### src/design/sccr_cell.sv
// One cache entry: tag, flag bits and match compare.
// Depends on nothing.
module sccr_cell #(
    parameter int SECTOR_BITS = 32
) (
    input  logic                   i_clk,
    input  logic                   i_rst_n,
    input  logic [SECTOR_BITS-1:0] i_sector,
    input  logic                   i_fill,
    input  logic                   i_set_ref,
    input  logic                   i_clr_ref,
    input  logic                   i_set_dirty,
    input  logic                   i_flush_clr,
    output logic                   o_match,
    output logic                   o_used,
    output logic                   o_ref,
    output logic                   o_dirty,
    output logic [SECTOR_BITS-1:0] o_tag
);
    logic [SECTOR_BITS-1:0] r_tag;
    logic r_valid, r_used, r_ref, r_dirty;

    always_ff @(posedge i_clk) begin
        if (i_fill) r_tag <= i_sector;
    end

    always_ff @(posedge i_clk) begin
        if (!i_rst_n) begin
            r_valid <= 1'b0;
            r_used  <= 1'b0;
            r_ref   <= 1'b0;
            r_dirty <= 1'b0;
        end else begin
            if (i_fill) begin
                r_valid <= 1'b1;
                r_used  <= 1'b1;
            end else if (i_flush_clr) begin
                r_used <= 1'b0;
            end
            // set wins over clear for both reference and dirty; fill clears dirty
            if (i_set_ref) r_ref <= 1'b1;
            else if (i_clr_ref || i_flush_clr) r_ref <= 1'b0;
            if (i_set_dirty) r_dirty <= 1'b1;
            else if (i_fill || i_flush_clr) r_dirty <= 1'b0;
        end
    end

    assign o_match = r_valid && (r_tag == i_sector);
    assign o_used  = r_used;
    assign o_ref   = r_ref;
    assign o_dirty = r_dirty;
    assign o_tag   = r_tag;
endmodule

### config.mk
export PLATFORM = sky130hd
export DESIGN_NAME = sccr_cell
export DESIGN_NICKNAME = d
export VERILOG_FILES = /design/src/design/sccr_cell.sv
export SDC_FILE = /design/constraint.sdc
export NUM_CORES = 1
export LEC_CHECK = 0
export BUFFER_PORTS_ARGS = -buffer_cell sky130_fd_sc_hd__buf_4
export CORE_MARGIN = 4
export CORE_UTILIZATION = 35
export DETAILED_ROUTE_END_ITERATION = 8
export PLACE_DENSITY = 0.73
export SKIP_LAST_GASP = 1
export SYNTH_ARGS = -nofsm -noshare
export SYNTH_HDL_FRONTEND = slang
export SYNTH_SLANG_ARGS = --single-unit
### constraint.sdc
create_clock -name i_clk -period 1.85 [get_ports i_clk]
set_input_delay 0.4625 -clock i_clk [delete_from_list [all_inputs] [get_ports i_clk]]
set_output_delay 0.4625 -clock i_clk [all_outputs]
set_load 0.01 [all_outputs]
==> results of run 1 <==
-- final cells by class --
type                    instances  area (um2)  share of cell area [%]
well taps                      50        62.6                    2.81
clock inverters                 2        10.0                   0.449
multi-input cells              52         438                    19.7
repair buffers                 79         593                    26.6
flip-flops and latches         36        1040                    46.7
clock buffers                   6        82.6                    3.71
-- cells in the final DEF (no fill, tap or decap) --
master    synthesis  routed
buf_4             0      79
edfxtp_1         32      32
xor2_1           31      31
clkbuf_8          0       6
nor4_2            0       5
dfxtp_1           4       4
o21a_1            3       3
nor4_1            7       2
nand3_1           2       2
nor2b_1           2       2
clkinv_2          0       2
nand4_1           1       1
xnor2_1           1       1
nor3_1            1       1
nor3_2            1       1
nor2_1            1       1
a21oi_1           1       1
nor3b_1           1       1
-- cell families after synthesis --
logic type	Yosys count	share of synthesized area [%]
flip-flops	36	71.9
AO/OA/AOI/OAI	4	1.90
XOR/XNOR	32	19.4
AND/OR/NAND/NOR	16	6.83
-- layer usage --
layer / global-route usage [%] / up-vias
met5: 0 / -
met4: 7.93 / 0
met3: 6.93 / 10
met2: 21.3 / 54
met1: 14.6 / 472
li1: - / 494
-- report_power, final --
group | switching (mW) | internal [mW] | leakage (nW)
Clock | 0.265 | 0.297 | 0.0510
Combinational | 0.140 | 0.177 | 0.539
Sequential | 0.0417 | 0.957 | 0.347
Total | 0.447 | 1.43 | 0.937
-- state kept, by name (all words and copies together) (netlist names) --
signal   cells
o_tag       32
o_dirty      1
o_ref        1
o_used       1
r_valid      1
-- what timing repair did --
item / in CTS / in global routing
hold buffers: 0 / 0
pin swaps: 5 / 2
endpoints found under the setup margin: 1 / 1
resized for setup: 4 / 1
-- critical path, stage by stage (launching register included) --
cell,delay (ns)
edfxtp_1,0.41
xor2_1,0.16
nor4_1,0.32
nand4_1,0.19
nor3_2,0.16
buf_4,0.15
-- through the flow --
stage	cells	utilization (%)	area (um2)	TNS, ns	total power [mW]
after floorplan	88	-	1450	0	1.11
after global placement	217	52.6	2100	-0.201	1.31
after detailed placement	217	52.6	2100	-0.239	1.32
after CTS	225	55.5	2220	-0.288	1.91
after global routing	225	55.7	2230	-0.431	1.96
final	225	55.7	2230	-0.290	1.88
-- worst paths after layout --
kind,end,slack (ns),cells after the start
worst min-delay path,o_tag[13]$_DFFE_PP_,0.37,1
worst max-delay path,o_match,-0.29,5
worst max register to register,o_dirty$_SDFFE_PN0P_,1.12,2
worst min register to register,r_valid$_SDFFE_PN0P_,0.47,1
==> metrics.txt, run 1 <==
CTS tree built; fin crit share 116%; Slew HR 71.4%; Starting Density 36.2%; Final Hold Slack about 0.37 ns; Antenna Cells 0; port buffer count 74; total of max-cap violations 0; root buf cell clkbuf_8; number of nets in the layout between 200 and 250; reg2reg start o_dirty$_SDFFE_PN0P_; CTS Buf Count 5; skew final 0 ns; Unique masters post-synth 14; Iter 0 DRT Violations 23; leakage power 0.937 nW; core area 4000 um2; most frequent cells after synthesis 32 x edfxtp_1, 31 x xor2_1, 7 x nor4_1, 4 x dfxtp_1, 3 x o21a_1; H-tree levels 2; Setup Buffers After CTS 0; Yosys reg bits 36; PwrDens 843 nW/um2; RSZ-0062 raised after global routing yes; Crit Path Max Fanout 2; Sink Count 36; Syn Inst Count 88; Seq/Total Area, Yosys 71.9%; area leader, netlist edfxtp_1; Slew @ Worst Pin between 0.4 and 0.5 ns; GPL Wtd Cong approximately 0.76; WP data arrival 1.68 ns; CTS clk-pin slew, worst paths 0.07 ns; row cnt 23; ys async rst share 0%; Max Used Layer met4; area of the die 5230 um2; M1 WL 1210 um; # IOs 75; Syn. warnings 0; Critical Path End Type primary output; Netlist Area Pre-Place 1450 um2; Longest Clk Path Bufs 2; Layout Area Growth over Synthesis 53.8%; Crit path required time around 1.4 ns; antenna viol nets, final 0; layout cells sized above 1 53.1%; failing checks setup timing; Worst Setup SP o_tag[21]$_DFFE_PP_; global-route wire length before repair ~5300 um; total track usage 13.6%; Peak VDD IR 0.583 mV; HP Class in2reg; worst setup path class reg2out; Via density approximately 4.6; vias in the first global route 1144; Max Clk Rate approximately 470 MHz; DIE HEIGHT between 70 and 80 um; Fill cells 331; DRC violations left 0; via count 1030; largest net degree at the start of global routing 36; Worst-Skew Late Latency 0.28 ns; setup violators final 1; Area contributors post-synth edfxtp_1 66%, xor2_1 19%, dfxtp_1 5.5%; count leader, synth edfxtp_1; initial antenna violation count 0; post-place setup slack -0.239 ns; die width 72.3 um; EDFF count, synth 32; Setup crit start kind flop; final setup margin -0.290 ns; Final Hold Viols 0; min-delay src i_sector[13]; first-pass iteration count of the detailed router 3; WL met2 1630 um; share of the synthesized area in the top cell type roughly 66%; DR WL met3 roughly 400 um; Routed wire per std cell 15.0 um; Top FF cell, synth edfxtp_1; Routed Wire Length between 3000 and 4000 um; outcome complete, but fails checks; final count of pins violating max slew 0; min Tclk post-route 2.14 ns; syn_nets 127; Post-Syn Area per Cell 16.5 um2; grt total ovfl 0
(Power assumes the default switching activity.)
==> run 2: changes to the inputs <==
--- a/config.mk
+++ b/config.mk
@@ -6,10 +6,12 @@
 export NUM_CORES = 1
 export LEC_CHECK = 0
 export BUFFER_PORTS_ARGS = -buffer_cell sky130_fd_sc_hd__buf_4
+export CELL_PAD_IN_SITES_DETAIL_PLACEMENT = 0
+export CELL_PAD_IN_SITES_GLOBAL_PLACEMENT = 2
 export CORE_MARGIN = 4
-export CORE_UTILIZATION = 35
+export CORE_UTILIZATION = 28
 export DETAILED_ROUTE_END_ITERATION = 8
-export PLACE_DENSITY = 0.73
+export PLACE_DENSITY = 0.87
 export SKIP_LAST_GASP = 1
 export SYNTH_ARGS = -nofsm -noshare
 export SYNTH_HDL_FRONTEND = slang
==> run 2 against run 1 <==
Net effect:
- critical path depth up 1
- wire length up 0.56%
- cell count up 11%
- register-to-register slack about the same
- global-route usage down 2.6 points
- die area up 22%
- largest cell class unchanged
- the flow still finishes with violations (setup timing)
- count of clock-buffer cells in the layout up 1
- sequential power about the same
- via count up 1.2%
- sequential share of layout area down 1.1 points
==> metrics.txt, run 2 (synthesis gave the netlist of run 1 again) <==
Iter 0 DRT Violations 19 (was 23); row cnt 25 (was 23); global-route wire length before repair 5370 um (was 5300 um); GPL Wtd Cong 0.793 (was 0.758); post-place setup slack -0.311 ns (was -0.239 ns); failing checks setup timing (unchanged); grt total ovfl 0 (unchanged); worst-path cell chain xor2_1, nor4_1, buf_4, nand4_1, nor3_2, buf_4 (was xor2_1, nor4_1, nand4_1, nor3_2, buf_4); initial antenna violation count 0 (unchanged); Longest Clk Path Bufs 2 (unchanged); number of nets in the layout 221 (was 213); root buf cell clkbuf_8 (unchanged); worst setup path class reg2out (unchanged); CTS clk-pin slew, worst paths 0.07 ns (about the same); final count of pins violating max slew 0 (unchanged); most frequent CP cell buf_4; DRC violations left 0 (unchanged); area of the die 6380 um2 (was 5230 um2); antenna viol nets, final 0 (unchanged); layout cells sized above 1 52.5% (was 53.1%); crit-path max cell delay 0.42 ns (was 0.41 ns); DIE HEIGHT 79.9 um (was 72.3 um); Final Hold Slack 0.370 ns (was 0.369 ns); Crit Path Max Fanout 2 (unchanged); Max Clk Rate 460 MHz (was 467 MHz); number of flip-flops in the largest register 32 (unchanged); Crit path required time 1.39 ns (about the same); Layout Area Growth over Synthesis 57.4% (was 53.8%); total track usage 11.0% (was 13.6%); core area 4880 um2 (was 4000 um2); total of max-cap violations 0 (unchanged); outcome complete, but fails checks (unchanged); Routed wire per std cell 13.6 um (was 15.0 um); final setup margin -0.325 ns (was -0.290 ns); via count 1042 (was 1030); port buffer count 74 (unchanged); Fill cells 460 (was 331); Peak VDD IR 0.447 mV (was 0.583 mV); Slew @ Worst Pin 0.436 ns (was 0.429 ns); Starting Density 29.7% (was 36.2%); Setup Buffers After CTS 0 (unchanged); HP Class in2reg (unchanged); # IOs 75 (unchanged); Routed Wire Length 3390 um (was 3370 um); family with the most delay on the worst path simple AND/OR/NAND/NOR gates (unchanged); min Tclk post-route 2.17 ns (was 2.14 ns); Via density 4.17 (was 4.58); fin crit share 118% (was 116%); CTS tree built (unchanged); Sink Count 36 (unchanged); slowest CP cell edfxtp_1 (unchanged); first-pass iteration count of the detailed router 4 (was 3); design area 2280 um2 (was 2230 um2); setup TNS -0.325 ns (was -0.290 ns); DP Area 2180 um2 (was 2100 um2); Setup crit start kind flop (unchanged); Final Hold Viols 0 (unchanged); setup violators final 1 (unchanged); skew final 0 ns (unchanged); Worst-Skew Late Latency 0.28 ns (about the same); largest net degree at the start of global routing 36 (unchanged); Slew HR 70.9% (was 71.4%); die width 79.9 um (was 72.3 um); H-tree levels 2 (unchanged); vias in the first global route 1187 (was 1144); leakage power 0.966 nW (was 0.937 nW); WP buf/inv 2 (was 1); WP data arrival 1.71 ns (was 1.68 ns); PwrDens 808 nW/um2 (was 843 nW/um2); CTS Buf Count 5 (unchanged); Critical Path End Type primary output (unchanged); Antenna Cells 0 (unchanged); most frequent cells in the layout 87 x buf_4, 32 x edfxtp_1, 31 x xor2_1 (was 79 x buf_4, 32 x edfxtp_1, 31 x xor2_1); RSZ-0062 raised after global routing yes (unchanged); DP Wirelength 2680 um; commonest non-fill, non-tap cell in the layout buf_4 (unchanged)
## run 2: changes by cell type in the layout (fill, tap and decap cells not counted), sizes merged
| cell | change |
|---|---|
| clkbuf | +1 |
| clkinv | -1 |
| buf | +8 |
## run 2: worst reg2reg max path: cells and delay by family (launching register included)
kind | cells | cell delay (ns)
flops | 1 | 0.31
compound gates | 1 | 0.18
simple gates | 1 | 0.13
## run 2: layout make-up
type / count / area [um2] / share of cell area (%)
timing repair buffer: 87 / 653 / 28.7
tap: 67 / 83.8 / 3.68
clock buffer: 7 / 76.3 / 3.35
sequential: 36 / 1040 / 45.7
clock inverter: 1 / 5.00 / 0.220
multi-input combinational: 52 / 419 / 18.4
## run 2: repair_timing
item	in CTS	in global routing
hold buffers	0	0
pin swaps	2	1
endpoints found under the setup margin	1	1
resized for setup	1	1
## run 2: final timing paths
path / endpoint / depth (start not counted) / slack, ns / startpoint
worst max-delay path: o_match / 6 / -0.32 / o_tag[29]$_DFFE_PP_
worst min-delay path: o_tag[22]$_DFFE_PP_ / 1 / 0.37 / i_sector[22]
worst max register to register: o_dirty$_SDFFE_PN0P_ / 2 / 1.13 / o_dirty$_SDFFE_PN0P_
worst min register to register: r_valid$_SDFFE_PN0P_ / 1 / 0.48 / r_valid$_SDFFE_PN0P_
## run 2: per-layer routing
metal | vias to the layer above | share of wire (%) | GRT usage [%]
met5 | - | 0 | 0
met4 | 0 | 1.1 | 3.55
met3 | 5 | 11 | 5.76
met2 | 59 | 49 | 18.6
met1 | 469 | 39 | 11.7
li1 | 509 | - | -
## run 2: stage by stage
step | total power, mW | instances | utilization, %
6_report | 1.84 | 250 | 46.7
5_1_grt | 1.94 | 250 | 46.7
4_1_cts | 1.87 | 250 | 46.6
3_5_place_dp | 1.34 | 242 | 44.8
3_3_place_gp | 1.33 | 242 | 44.8
2_1_floorplan | 1.11 | 88 | -
## run 2: where the power goes
part / internal [mW] / switching [mW]
registers: 0.957 / 0.0414
logic: 0.190 / 0.135
clock network: 0.264 / 0.254
total: 1.41 / 0.431
